$ cat src/ple_pkg.sv
`default_nettype none

package ple_pkg;

  // fixed field widths of the command and result ports
  localparam int ACTION_W = 2;
  localparam int POS_W    = 9;
  localparam int STATUS_W = 2;
  localparam int COUNT_W  = 9;

  // defaults for the top level parameters
  localparam int DEF_CAPACITY   = 256;
  localparam int DEF_DATA_WIDTH = 32;

  typedef enum logic [ACTION_W-1:0] {
    ACT_READ   = 2'd0,
    ACT_WRITE  = 2'd1,
    ACT_INSERT = 2'd2,
    ACT_REMOVE = 2'd3
  } action_t;

  typedef enum logic [STATUS_W-1:0] {
    ST_OK      = 2'd0,
    ST_BAD_POS = 2'd1,
    ST_FULL    = 2'd2
  } status_t;

  // datapath commands, one per cycle from the controller
  typedef enum logic [3:0] {
    CMD_NONE,
    CMD_LOAD,
    CMD_CHECK,
    CMD_WALK,
    CMD_VAL_RD,
    CMD_VAL_CAP,
    CMD_VAL_WR,
    CMD_LNK_RD,
    CMD_GONE,
    CMD_UNLINK,
    CMD_PUSH,
    CMD_POP,
    CMD_ALLOC,
    CMD_SPLICE,
    CMD_SPL_PREV
  } cmd_t;

  // status from datapath to controller
  typedef struct packed {
    action_t action;
    logic    err;
    logic    pos_one;
    logic    walk_done;
  } flags_t;

endpackage

`default_nettype wire

$ cat src/ple_ctrl.sv
`default_nettype none

module ple_ctrl (
  input  wire logic            clk,
  input  wire logic            rst_n,
  input  wire logic            start,
  output logic                 busy,
  output logic                 out_strobe,
  input  wire ple_pkg::flags_t flags,
  output ple_pkg::cmd_t        cmd
);

  import ple_pkg::*;

  typedef enum logic [3:0] {
    S_IDLE,
    S_CHECK,
    S_WALK,
    S_VRD,
    S_VCAP,
    S_VWR,
    S_LRD,
    S_GONE,
    S_UNLINK,
    S_PUSH,
    S_POP,
    S_ALLOC,
    S_SPL_RD,
    S_SPLICE,
    S_SPL_PREV
  } state_t;

  state_t state_r, state_nxt;
  logic   busy_r, strobe_r;

  assign busy       = busy_r;
  assign out_strobe = strobe_r;

  always_comb begin
    state_nxt = state_r;
    cmd       = CMD_NONE;
    unique case (state_r)
      S_IDLE: begin
        if (start) begin
          cmd       = CMD_LOAD;
          state_nxt = S_CHECK;
        end
      end
      S_CHECK: begin
        cmd = CMD_CHECK;
        if (flags.err) begin
          state_nxt = S_IDLE;
        end else if (flags.pos_one && flags.action == ACT_INSERT) begin
          state_nxt = S_POP;
        end else if (flags.pos_one && flags.action == ACT_REMOVE) begin
          state_nxt = S_GONE;
        end else begin
          state_nxt = S_WALK;
        end
      end
      S_WALK: begin
        cmd = CMD_WALK;
        if (flags.walk_done) begin
          unique case (flags.action)
            ACT_READ:   state_nxt = S_VRD;
            ACT_WRITE:  state_nxt = S_VWR;
            ACT_INSERT: state_nxt = S_POP;
            ACT_REMOVE: state_nxt = S_LRD;
            default:    state_nxt = S_IDLE;
          endcase
        end
      end
      S_VRD: begin
        cmd       = CMD_VAL_RD;
        state_nxt = S_VCAP;
      end
      S_VCAP: begin
        cmd       = CMD_VAL_CAP;
        state_nxt = S_IDLE;
      end
      S_VWR: begin
        cmd       = CMD_VAL_WR;
        state_nxt = S_IDLE;
      end
      S_LRD: begin
        cmd       = CMD_LNK_RD;
        state_nxt = S_GONE;
      end
      S_GONE: begin
        cmd       = CMD_GONE;
        state_nxt = S_UNLINK;
      end
      S_UNLINK: begin
        cmd       = CMD_UNLINK;
        state_nxt = S_PUSH;
      end
      S_PUSH: begin
        cmd       = CMD_PUSH;
        state_nxt = S_IDLE;
      end
      S_POP: begin
        cmd       = CMD_POP;
        state_nxt = S_ALLOC;
      end
      S_ALLOC: begin
        cmd       = CMD_ALLOC;
        state_nxt = flags.pos_one ? S_SPLICE : S_SPL_RD;
      end
      S_SPL_RD: begin
        cmd       = CMD_LNK_RD;
        state_nxt = S_SPLICE;
      end
      S_SPLICE: begin
        cmd       = CMD_SPLICE;
        state_nxt = flags.pos_one ? S_IDLE : S_SPL_PREV;
      end
      S_SPL_PREV: begin
        cmd       = CMD_SPL_PREV;
        state_nxt = S_IDLE;
      end
      default: begin
        state_nxt = S_IDLE;
      end
    endcase
  end

  always_ff @(posedge clk) begin
    if (!rst_n) begin
      state_r  <= S_IDLE;
      busy_r   <= 1'b0;
      strobe_r <= 1'b0;
    end else begin
      state_r  <= state_nxt;
      busy_r   <= (state_nxt != S_IDLE);
      strobe_r <= (state_nxt == S_IDLE) && (state_r != S_IDLE);
    end
  end

endmodule

`default_nettype wire

$ cat config.mk
export PLATFORM = sky130hd
export DESIGN_NAME = ple_ctrl
export DESIGN_NICKNAME = d
export VERILOG_FILES = /design/src/ple_pkg.sv /design/src/ple_ctrl.sv
export SDC_FILE = /design/constraint.sdc
export NUM_CORES = 1
export LEC_CHECK = 0
export BUFFER_PORTS_ARGS = -buffer_cell sky130_fd_sc_hd__buf_2
export CAP_MARGIN = 20
export CORE_AREA = 2 2 39 41
export CTS_CLUSTER_DIAMETER = 80
export DETAILED_ROUTE_END_ITERATION = 12
export DIE_AREA = 0 0 41 43
export MAX_ROUTING_LAYER = met4
export PLACE_DENSITY_LB_ADDON = 0.15
export SYNTH_ARGS = -nofsm -noshare
export SYNTH_HDL_FRONTEND = slang
export SYNTH_SLANG_ARGS = --single-unit
$ cat constraint.sdc
create_clock -name clk -period 1.5 [get_ports clk]
set_input_delay 0.3 -clock clk [delete_from_list [all_inputs] [get_ports clk]]
set_output_delay 0.3 -clock clk [all_outputs]
set_load 0.01 [all_outputs]
# Yosys cells after proc, flatten, opt, wreduce, memory -nomap -nowiden
# Cells that the tools add are included.
# W data, S select, Z words.
classes:
  eq_ne: 17
  muxes: 11
  n_reduce_logical: 9
ops:
  columns: ["operator", "n"]
  rows:
  - ["$pmux W4 S14", 1]
  - ["$pmux W4 S11", 1]
  - ["$eq A4 B4 Y1 const B", 7]
  - ["$mux W4", 5]
  - ["$eq A4 B3 Y1 const B", 4]
  - ["$pmux W4 S4", 1]
  - ["$eq A4 B2 Y1 const B", 2]
  - ["$logic_not A4 Y1", 2]
  - ["$reduce_bool A4 Y1", 2]
  - ["$eq A2 B2 Y1 const B", 2]
  - ["$eq A4 B1 Y1 const B", 1]
  - ["$logic_and A1 B1 Y1", 3]
  - ["$mux W3", 1]
  - ["$eq A2 B1 Y1 const B", 1]
  - ["$logic_not A2 Y1", 1]
  - ["$mux W1", 2]
  - ["$reduce_or A2 Y1", 1]
word_totals:
  ff_bits: 6
  inputBits: 8
  elab_cells: 40

# Logic depth before layout (Yosys ltp)
# Gate-level depths: netlist (run 1).
depth:
  depth_word: 8
  mapped_depth: 6

# Worst setup path before layout (run 1)
# No wires, ideal clock.
synth_path:
  path_type: "register to register"
  start: "register state_r[3]"
  end: "register strobe_r, in the netlist out_strobe"
  setup_time_ps: 61
  arrival_time_ps: 1454
  required_ps: 1439
  setup_slack_ps: -15
  path_stages_with_launch: 7
  path_buffers: 1
  period_less_slack_ps: 1515
  cell_sequence: "dfxtp_1 > buf_2 > xnor2_1 > o22ai_1 > a221oi_1 > nor3b_1 > and4_1"
synth_between:
  elab_chain_len: 4
synth_lines:
  columns: ["item", "line_no", "source"]
  rows:
  - ["start: declaration", "ple_ctrl.sv:33", "state_t state_r, state_nxt;"]
  - ["start signal: assignment", "ple_ctrl.sv:133", "state_r <= state_nxt;"]
  - ["$eq A4 B4 Y1, or another cell as far along", "ple_ctrl.sv:42", "unique case (state_r)"]
  - ["$pmux W4 S11", "ple_ctrl.sv:42", null]
  - ["$logic_not A4 Y1", "ple_ctrl.sv:135", "strobe_r <= (state_nxt == S_IDLE) && (state_r != S_IDLE);"]
  - ["$logic_and A1 B1 Y1 (*)", "ple_ctrl.sv:135", null]
  - ["end signal: assignment", "ple_ctrl.sv:135", null]
  - ["end: declaration", "ple_ctrl.sv:34", "logic busy_r, strobe_r;"]
# Mark *: on every way between the ends. The rest lies on a longest branch, timed or not.
# A chain may end at the register's enable or synchronous reset.

# Final worst setup path (run 1)
layout_path:
  start: "register state_r[1]"
  end: "output port cmd[0]"
layout_between:
  elab_chain_len: 3
layout_lines:
  columns: ["item", "line_no", "source"]
  rows:
  - ["$eq A4 B4 Y1 / $eq A4 B3 Y1 (equally long branches)", "ple_ctrl.sv:42", null]
  - ["$reduce_or A2 Y1 (no source line)", null, null]
  - ["$pmux W4 S14 (*)", "ple_ctrl.sv:42", null]
  - ["end: declaration", "ple_ctrl.sv:10", "output ple_pkg::cmd_t cmd"]
# Marked as above.

==> metrics.txt, run 1 <==
status=finished with violations; violated checks=negative setup slack; Peak Freq=587 MHz; Avg WL per Cell=13.3 um; boundary pin count=14; max-cap violations=0; skew final=0.00377 ns; crit path cell chain=or3_4 > buf_6 > o22a_1 > buf_2; antenna viol nets, final=0; diodes inserted=0; yosys synthesis warning count=0; Hold WC Path Type=input pin to flip-flop; layout cells sized above 1=59.4%; Core Rows=14; DRT iter0 DRCs=10; initial cell density of the core=36.6%; vias in the first global route=633; unrepaired setup endpoints after global routing=yes; synthesized area per cell=7.45 um2; H-tree levels=1; CP Max Fanout=3; Die Area=1760 um2; initial antenna violation count=0; hold wc startpoint=rst_n; Syn Nets=76; CP Capture Type=primary output; WL final=1630 um; WHS Path Cells=3; clock group share of total power=20.3%; Final Hold Vio Count=0; combinational share of power=52.0%; DRC viols=0; via count=658; share of the yosys chip area belonging to registers=23.7%; TritonCTS sink count=6; NetSw=0.227 mW; RR Startpoint=state_r[2]$_SDFF_PN0_; P_leak=0.422 nW; Setup Crit Path Kind=flip-flop to primary output; Int Pwr=0.468 mW; global-route wire length before repair=2590 um; peak supply drop=0.466 mV; Netlist Area Pre-Place=507 um2; Die Wd=41 um; Worst Tran Pin Value=0.274 ns; fin crit period=1.70 ns; Nets=116; drt pass-1 iters=4; Clock Path Buffers=2; # setup viols final=8; number of synthesized flops with an enable pin=0; slowest cell delay on critical path=0.39 ns; Synth top area share=23.7%; Tot GR Track Use=22.1%; Synth area leaders=dfxtp_1 (24%), nor2_1 (7.4%), a21oi_1 (5.9%), xnor2_1 (5.2%), nor2b_1 (4.9%); top-count cell post-synth=nor2_1; area leader, netlist=dfxtp_1; cts hold-fix bufs=0; Seq pwr share=27.7%; Syn Inst Count=68; HPWL after DPL=1070 um; Slew headroom=81.5%; Power Total=0.695 mW; final worst setup slack=-0.203 ns; switching part of the total=32.7%; CTS tree=done; Std-Cell Core Area=1380 um2; Seq cells post-synth=6; R2R cell count=6; setup TNS=-0.731 ns; CTS Buf Count=3; Async S/R FF share, synth=0%; Vias/cell=5.39; crit start category=flip-flop; Pwr per Cell Area=778 nW/um2; Synth top cells by count=nor2_1 (10), a21oi_1 (6), dfxtp_1 (6); WP data required=1.20 ns; largest net degree at the start of global routing=10; # port buffers=13; clk slew on worst S/H paths=0.04 ns; Worst Setup SP=state_r[1]$_SDFF_PN0_; Crit-path slowest cell=or3_4; Final Wtd Congestion=0.970; Cell variety after synth=33; CTS root buf=clkbuf_4; die height=43 um; ys flop type=dfxtp_1; fin. max-slew vios=0; Overflow after GRT=0; Worst EP arrival=1.40 ns; Area Growth Syn to Fin=76.3%; Clk Latency, worst-skew pair=0.24 ns; fin crit share=114%
## worst max-delay path, delay by kind of cell (launching register included)
| family | cells | cell delay [ns] |
|---|---|---|
| simple gates | 1 | 0.39 |
| compound gates | 1 | 0.18 |
| flops | 1 | 0.34 |
| buf+inv | 2 | 0.26 |
## layer usage
metal / routed length, um / share of wire, % / vias up / track usage [%]
li1: - / - / 324 / -
met1: 660 / 41 / 301 / 25.5
met2: 862 / 53 / 31 / 34.4
met3: 97 / 6.0 / 2 / 4.71
met4: 5 / 0.31 / 0 / 11.3
met5: 0 / 0 / - / -
## power by group through the flow
stage,clock (mW),combinational (mW),sequential (mW)
2_1_floorplan,0,0.151,0.196
3_3_place_gp,0,0.269,0.199
3_5_place_dp,0,0.266,0.199
4_1_cts,0.149,0.313,0.193
5_1_grt,0.159,0.390,0.194
6_report,0.141,0.361,0.193
## layout by cell type (no fill, tap or decap), drive strengths merged
cell,Yosys,routed
o21bai,1,1
a21oi,7,7
a221oi,1,1
or3b,2,2
nor2,10,10
a211oi,1,1
and2b,1,1
o22a,1,1
or2b,2,2
nor3b,1,1
or4,1,1
inv,2,2
and4,2,2
a31oi,1,1
nand4b,1,1
nor3,1,1
buf,4,39
o22ai,2,2
o21ai,2,2
a211o,1,1
nor2b,4,4
nand2b,1,1
nand2,5,5
xnor2,3,3
clkbuf,0,3
dfxtp,6,6
a21o,1,1
a22o,1,1
or3,2,2
nor4b,1,1
## state kept, by name, summed over array words and instances, names as in the netlist
register / flops
state_r: 4
out_strobe: 1
busy: 1
## path summary, 6_finish.rpt
kind | end | slack (ns)
max | cmd[0] | -0.20
min | state_r[1]$_SDFF_PN0_ | 0.39
min reg2reg | state_r[1]$_SDFF_PN0_ | 0.82
max reg2reg | out_strobe$_SDFF_PN0_ | -0.14
## repair_timing
item	in CTS	in global routing
buffers inserted	3	5
endpoints found under the setup margin	9	10
pin swaps	5	8
resized for setup	16	13
## metrics by stage
| step | area (um2) | cells | util (%) | worst slack (ns) | hold slack, ns |
|---|---|---|---|---|---|
| 5_1_grt | 893 | 122 | 64.6 | -0.261 | 0.421 |
| 4_1_cts | 807 | 117 | 58.3 | -0.217 | 0.359 |
| 6_report | 893 | 122 | 64.6 | -0.203 | 0.388 |
| 3_5_place_dp | 706 | 111 | 51.0 | -0.205 | 0.612 |
| 2_1_floorplan | 512 | 68 | - | 0.00191 | 0.464 |
| 3_3_place_gp | 706 | 111 | 51.0 | -0.242 | 0.606 |
## kinds of logic (layout without fill, tap and decap cells)
group	count (synthesis)	after routing	synth area share, %
AND/OR/NAND/NOR	34	34	39.8
AO/OA/AOI/OAI	19	19	24.7
flip-flops	6	6	23.7
buffers and inverters	6	44	6.67
XOR/XNOR	3	3	5.19
## cell type report
class / count / area (um2)
Clock buffer: 3 / 22.5
Inverter: 2 / 7.51
Tap cell: 16 / 20.0
Fill cell: 117 / 490
Multi-Input combinational cell: 56 / 425
Sequential cell: 6 / 131
Timing Repair Buffer: 39 / 287
No activity file was read; power rests on OpenSTA's default activity.
==> run 2, diff against run 1 <==
--- a/config.mk
+++ b/config.mk
@@ -13,6 +13,7 @@
 export DIE_AREA = 0 0 41 43
 export MAX_ROUTING_LAYER = met4
 export PLACE_DENSITY_LB_ADDON = 0.15
+export RECOVER_POWER = 50
 export SYNTH_ARGS = -nofsm -noshare
 export SYNTH_HDL_FRONTEND = slang
 export SYNTH_SLANG_ARGS = --single-unit
==> run 2 against run 1 <==
Against the previous run: critical endpoint unchanged; worst hold slack unchanged; via count stayed put; highest routed layer unchanged; worst setup slack is the same; wire length fell by 0.12%; sequential cell count stayed put; final cell count stayed put; clock-buffer cell count is the same; sequential power about the same; sequential share of layout area about the same; register-to-register slack hardly changed; the run still ends with negative setup slack left; cell area is 0.14% lower; total power decreased by 0.12%.
==> metrics.txt, run 2 (synthesized netlist as in run 1, its figures left out) <==
Slew headroom=81.5% (unchanged); DRT met1 WL=659 um (-0.15%); crit start category=flip-flop; fin crit share=114% (unchanged); Worst Tran Pin Value=0.274 ns (unchanged); DRT iter0 DRCs=10 (unchanged); Die Area=1760 um2 (unchanged); combinational share of power=51.9% (about the same); violated checks=negative setup slack; most frequent cells in the layout=buf_4 (20), buf_2 (12), nor2_1 (9), buf_6 (5), nand2_1 (4); boundary pin count=14 (unchanged); WL final=1620 um (-0.12%); crit path cell chain=or3_4 > buf_6 > o22a_1 > buf_2; max layer used=met4; antenna viol nets, final=0 (unchanged); Reg with most FFs=state_r; max reg flops=4 (unchanged); P_leak=0.417 nW (-0.99%); clock group share of total power=20.3% (about the same); Avg WL per Cell=13.3 um (-0.12%); max-cap violations=0 (unchanged); post-route cell area=892 um2 (-0.14%); WP data required=1.20 ns (about the same); Seq pwr share=27.8% (about the same); CTS root buf=clkbuf_4; status=finished with violations; HPWL after DPL=1070 um (unchanged); Vias/cell=5.39 (unchanged); RR Endpoint=out_strobe$_SDFF_PN0_; initial antenna violation count=0 (unchanged); Hold Path End=state_r[1]$_SDFF_PN0_; Final Wtd Congestion=0.970 (unchanged); peak supply drop=0.466 mV (about the same); commonest non-fill, non-tap cell in the layout=buf_4; DP Area=706 um2 (unchanged); met3 routed WL=96 um (-1.0%); routed wl met2=862 um (unchanged); final worst setup slack=-0.203 ns (unchanged); Die Wd=41 um (unchanged); TritonCTS sink count=6 (unchanged); Nets=116 (unchanged); hold wc startpoint=rst_n; layout cells sized above 1=58.5% (-0.94 points); CP Capture Type=primary output; RR Startpoint=state_r[2]$_SDFF_PN0_; Clock Path Buffers=2 (unchanged); Hold Slack=0.388 ns (unchanged); Int Pwr=0.467 mW (-0.19%); area taken by flip-flops and latches=131 um2 (unchanged); Area Growth Syn to Fin=76.0%; dpl ws=-0.205 ns (unchanged); slowest cell delay on critical path=0.39 ns (about the same); CTS Buf Count=3 (unchanged); switching part of the total=32.8% (+0.046 points); fillers=118 (+0.85%); Tot GR Track Use=22.1% (unchanged); Final Hold Vio Count=0 (unchanged); drt pass-1 iters=4 (unchanged); vias in the first global route=633 (unchanged); Clk Latency, worst-skew pair=0.24 ns (about the same); CP Max Fanout=3 (unchanged); Worst EP arrival=1.40 ns (about the same); die height=43 um (unchanged); CTS tree=done; DRC viols=0 (unchanged); R2R Setup Slk=-0.14 ns (about the same); R2R cell count=6 (unchanged); fin. max-slew vios=0 (unchanged); Crit-path slowest cell=or3_4; NetSw=0.227 mW (about the same); H-tree levels=1 (unchanged); initial cell density of the core=36.6% (unchanged); fin crit period=1.70 ns (unchanged); clk slew on worst S/H paths=0.04 ns (about the same); unrepaired setup endpoints after global routing=yes; Setup Crit Path Kind=flip-flop to primary output; # port buffers=13 (unchanged); # setup viols final=8 (unchanged); via count=658 (unchanged); Std-Cell Core Area=1380 um2 (unchanged); Power Total=0.694 mW (-0.12%); Core Rows=14 (unchanged); skew final=0.00377 ns (-0.0000000200 ns); WHS Path Cells=3 (unchanged); largest net degree at the start of global routing=10 (unchanged); Peak Freq=587 MHz (unchanged); diodes inserted=0 (unchanged); global-route wire length before repair=2590 um (unchanged); Hold WC Path Type=input pin to flip-flop; area occupied by multi-input gates=425 um2 (unchanged); Overflow after GRT=0 (unchanged); Pwr per Cell Area=778 nW/um2 (about the same)
[run 2: cell count changes in the layout (fill, tap and decap cells not counted), sizes merged]
cell    delta
clkbuf     +1
buf        -1
[run 2: power groups by stage]
stage          Combinational (mW)  Sequential (mW)  Clock (mW)
2_1_floorplan               0.151            0.196           0
3_3_place_gp                0.269            0.199           0
3_5_place_dp                0.266            0.199           0
4_1_cts                     0.313            0.193       0.149
5_1_grt                     0.389            0.194       0.159
6_report                    0.361            0.193       0.141
[run 2: worst max-delay path: cells and delay by family, from the launching register on]
family                 cells  cell delay, ns
and+or+nand+nor            1            0.39
DFF                        1            0.34
buffers and inverters      2            0.26
AOI/OAI and AO/OA          1            0.18
[run 2: routing by layer]
metal,GRT usage (%),up-vias
met3,4.71,2
met4,11.3,0
met1,25.5,301
li1,-,324
met2,34.4,31
met5,-,-
[run 2: how the worst max path moves through the flow]
stage / start / to
2_1_floorplan: state_r[2]$_SDFF_PN0_ / out_strobe$_SDFF_PN0_
3_3_place_gp: state_r[3]$_SDFF_PN0_ / out_strobe$_SDFF_PN0_
6_report: state_r[1]$_SDFF_PN0_ / cmd[0]
3_5_place_dp: state_r[3]$_SDFF_PN0_ / out_strobe$_SDFF_PN0_
5_1_grt: state_r[1]$_SDFF_PN0_ / cmd[0]
4_1_cts: state_r[1]$_SDFF_PN0_ / cmd[0]
[run 2: area by class of cell]
| cell class | count | area share, % |
|---|---|---|
| tap | 16 | 2.24 |
| timing repair buffer | 39 | 32.0 |
| multi-input combinational | 56 | 47.7 |
| inverter | 2 | 0.842 |
| sequential | 6 | 14.7 |
| clock buffer | 3 | 2.52 |
[run 2: repair_timing]
item / in CTS / in global routing
setup endpoints to repair: 9 / 10
hold buffers: 0 / 0
endpoints found under the hold margin: 0 / 0
pin swaps: 5 / 8
resized for setup: 16 / 13
setup buffers: 3 / 5
[run 2: metrics by stage]
step / cells / TNS [ns] / utilization [%]
after floorplan: 68 / 0 / -
after global placement: 111 / -0.692 / 51.0
after detailed placement: 111 / -0.560 / 51.0
after CTS: 117 / -0.644 / 58.3
after global routing: 122 / -1.26 / 64.5
final: 122 / -0.731 / 64.5
==> run 3, diff against run 2 <==
==> constraint.sdc (replaced) <==
create_clock -name clk -period 1.7 [get_ports clk]
set_input_delay 0.34 -clock clk [delete_from_list [all_inputs] [get_ports clk]]
set_output_delay 0.34 -clock clk [all_outputs]
set_load 0.01 [all_outputs]
==> run 3 against run 2 <==
Against the previous run: the flow now finishes without violations; wire length shrank 16%; sequential power is 11% lower; global-route usage shrank 2.9 points; total power is 22% lower; clock skew decreased by 0.0029 ns; critical path depth up 1; register-to-register slack better by 0.14 ns; via count down 11%; core utilization fell by 10 points; die area stayed put; clock-buffer cell count did not move; non-clock buffer count decreased by 11; largest cell class unchanged.
==> metrics.txt, run 3 (synthesized netlist as in run 1, its figures left out) <==
die height=43 um (unchanged); WP data required=1.89 ns (+0.69 ns); largest net degree at the start of global routing=11 (+1); R2R Setup Slk=0.003 ns (+0.14 ns); Nets=105 (-9.5%); Power Total=0.539 mW (-22%); WL final=1360 um (-16%); area occupied by multi-input gates=388 um2 (-8.8%); post-route cell area=748 um2 (-16%); Peak Freq=589 MHz; commonest non-fill, non-tap cell in the layout=buf_4; Tot GR Track Use=19.2% (-2.9 points); crit path cell chain=buf_6 > or3b_4 > or3b_4 > a21oi_4 > and4_1; Vias/cell=5.30 (-1.8%); dpl ws=0.0307 ns (+0.236 ns); status=finished clean; Worst Tran Pin Value=0.386 ns (+0.112 ns); Avg WL per Cell=12.3 um (-7.6%); global-route wire length before repair=2240 um (-14%); setup TNS=0 ns (+0.731 ns); clk slew on worst S/H paths=0.04 ns (about the same); DP Area=633 um2 (-10%); crit start category=flip-flop; Worst EP arrival=1.88 ns (+0.48 ns); unrepaired setup endpoints after global routing=yes; vias in the first global route=560 (-12%); most frequent cells in the layout=buf_4 (14), buf_2 (11), nor2_1 (10), a21oi_1 (6), nand2_1 (5); Crit path max-delay family=simple AND/OR/NAND/NOR gates; Area Growth Syn to Fin=47.7%; Worst Path Buf+Inv=1 (-1); Pwr per Cell Area=720 nW/um2 (-7.4%); CTS root buf=clkbuf_4; # port buffers=13 (unchanged); skew final=0.000846 ns (-0.00292 ns); peak supply drop=0.349 mV (-25%); layout cells sized above 1=43.2% (-15 points); Reg with most FFs=state_r; Std-Cell Core Area=1380 um2 (unchanged); max reg flops=4 (unchanged); Overflow after GRT=0 (unchanged); fin crit share=99.8%; post-route core utilization=54.1% (-10 points); Crit-path slowest cell=or3b_4; Core Rows=14 (unchanged); fillers=144 (+22%); Clock Path Buffers=2 (unchanged); Setup Crit Path Kind=flip-flop to flip-flop; P_leak=0.351 nW (-16%); slowest cell delay on critical path=0.42 ns (+0.03 ns); Final Hold Vio Count=0 (unchanged); Final Wtd Congestion=0.849 (-12%); final worst setup slack=0.00337 ns (+0.206 ns); H-tree levels=1 (unchanged); TritonCTS sink count=6 (unchanged); diodes inserted=0 (unchanged); Die Area=1760 um2 (unchanged); fin. max-slew vios=0 (unchanged); post-route insts no fill=111 (-9.0%); Die Wd=41 um (unchanged); Hold Slack=0.395 ns (+0.00720 ns); CTS tree=done; # setup viols final=0 (-8); Inst Count DP=102 (-8.1%); via count=588 (-11%); antenna viol nets, final=0 (unchanged); initial antenna violation count=0 (unchanged); CP Max Fanout=4 (+1); drt pass-1 iters=4 (unchanged); HPWL after DPL=990 um (-7.2%); Hold WC Path Type=input pin to flip-flop; initial cell density of the core=36.6% (unchanged); Clk Latency, worst-skew pair=0.24 ns (about the same); CP Capture Type=flip-flop; fin crit period=1.70 ns; area taken by flip-flops and latches=131 um2 (unchanged); max-cap violations=0 (unchanged); cts hold-fix bufs=0 (unchanged); DRC viols=0 (unchanged); Slew headroom=73.9% (-7.6 points); DRT iter0 DRCs=7 (-3); boundary pin count=14 (unchanged); most used cell, CP=or3b_4; CTS Buf Count=3 (unchanged)
==> run 3: final cells by class <==
cell class / count / share of cell area [%]
multi-input cells: 56 / 51.8
repair buffers: 28 / 23.9
flip-flops and latches: 6 / 17.6
clock buffers: 3 / 3.01
well taps: 16 / 2.68
inverters: 2 / 1.00
==> run 3: timing repair <==
item / 4_1_cts / 5_1_grt
gates cloned: 0 / 0
gates resized for setup: 7 / 8
buffers inserted: 6 / 1
setup endpoints to repair: 2 / 4
pin swaps: 2 / 4
==> run 3: tightest hold or removal path: stages <==
cell and delay, ns:
buf_2 0.07, inv_1 0.08, nor2_1 0.11
==> run 3: power breakdown <==
group / switching, mW / leakage, nW / internal (mW) / total [mW]
Clock: 0.0512 / 0.0138 / 0.0798 / 0.131
Combinational: 0.113 / 0.286 / 0.123 / 0.236
Sequential: 0.0147 / 0.0514 / 0.157 / 0.172
==> run 3: final timing paths <==
check	startpoint	endpoint	depth (start not counted)
max	state_r[2]$_SDFF_PN0_	out_strobe$_SDFF_PN0_	5
min	rst_n	state_r[0]$_SDFF_PN0_	3
max reg2reg	state_r[2]$_SDFF_PN0_	out_strobe$_SDFF_PN0_	5
min reg2reg	state_r[3]$_SDFF_PN0_	state_r[1]$_SDFF_PN0_	3
==> run 3: metal layers <==
metal / global-route usage [%] / wire [um]
met1: 22.7 / 579
met3: 1.57 / 55
met5: - / 0
met4: 12.0 / 29
met2: 29.7 / 699
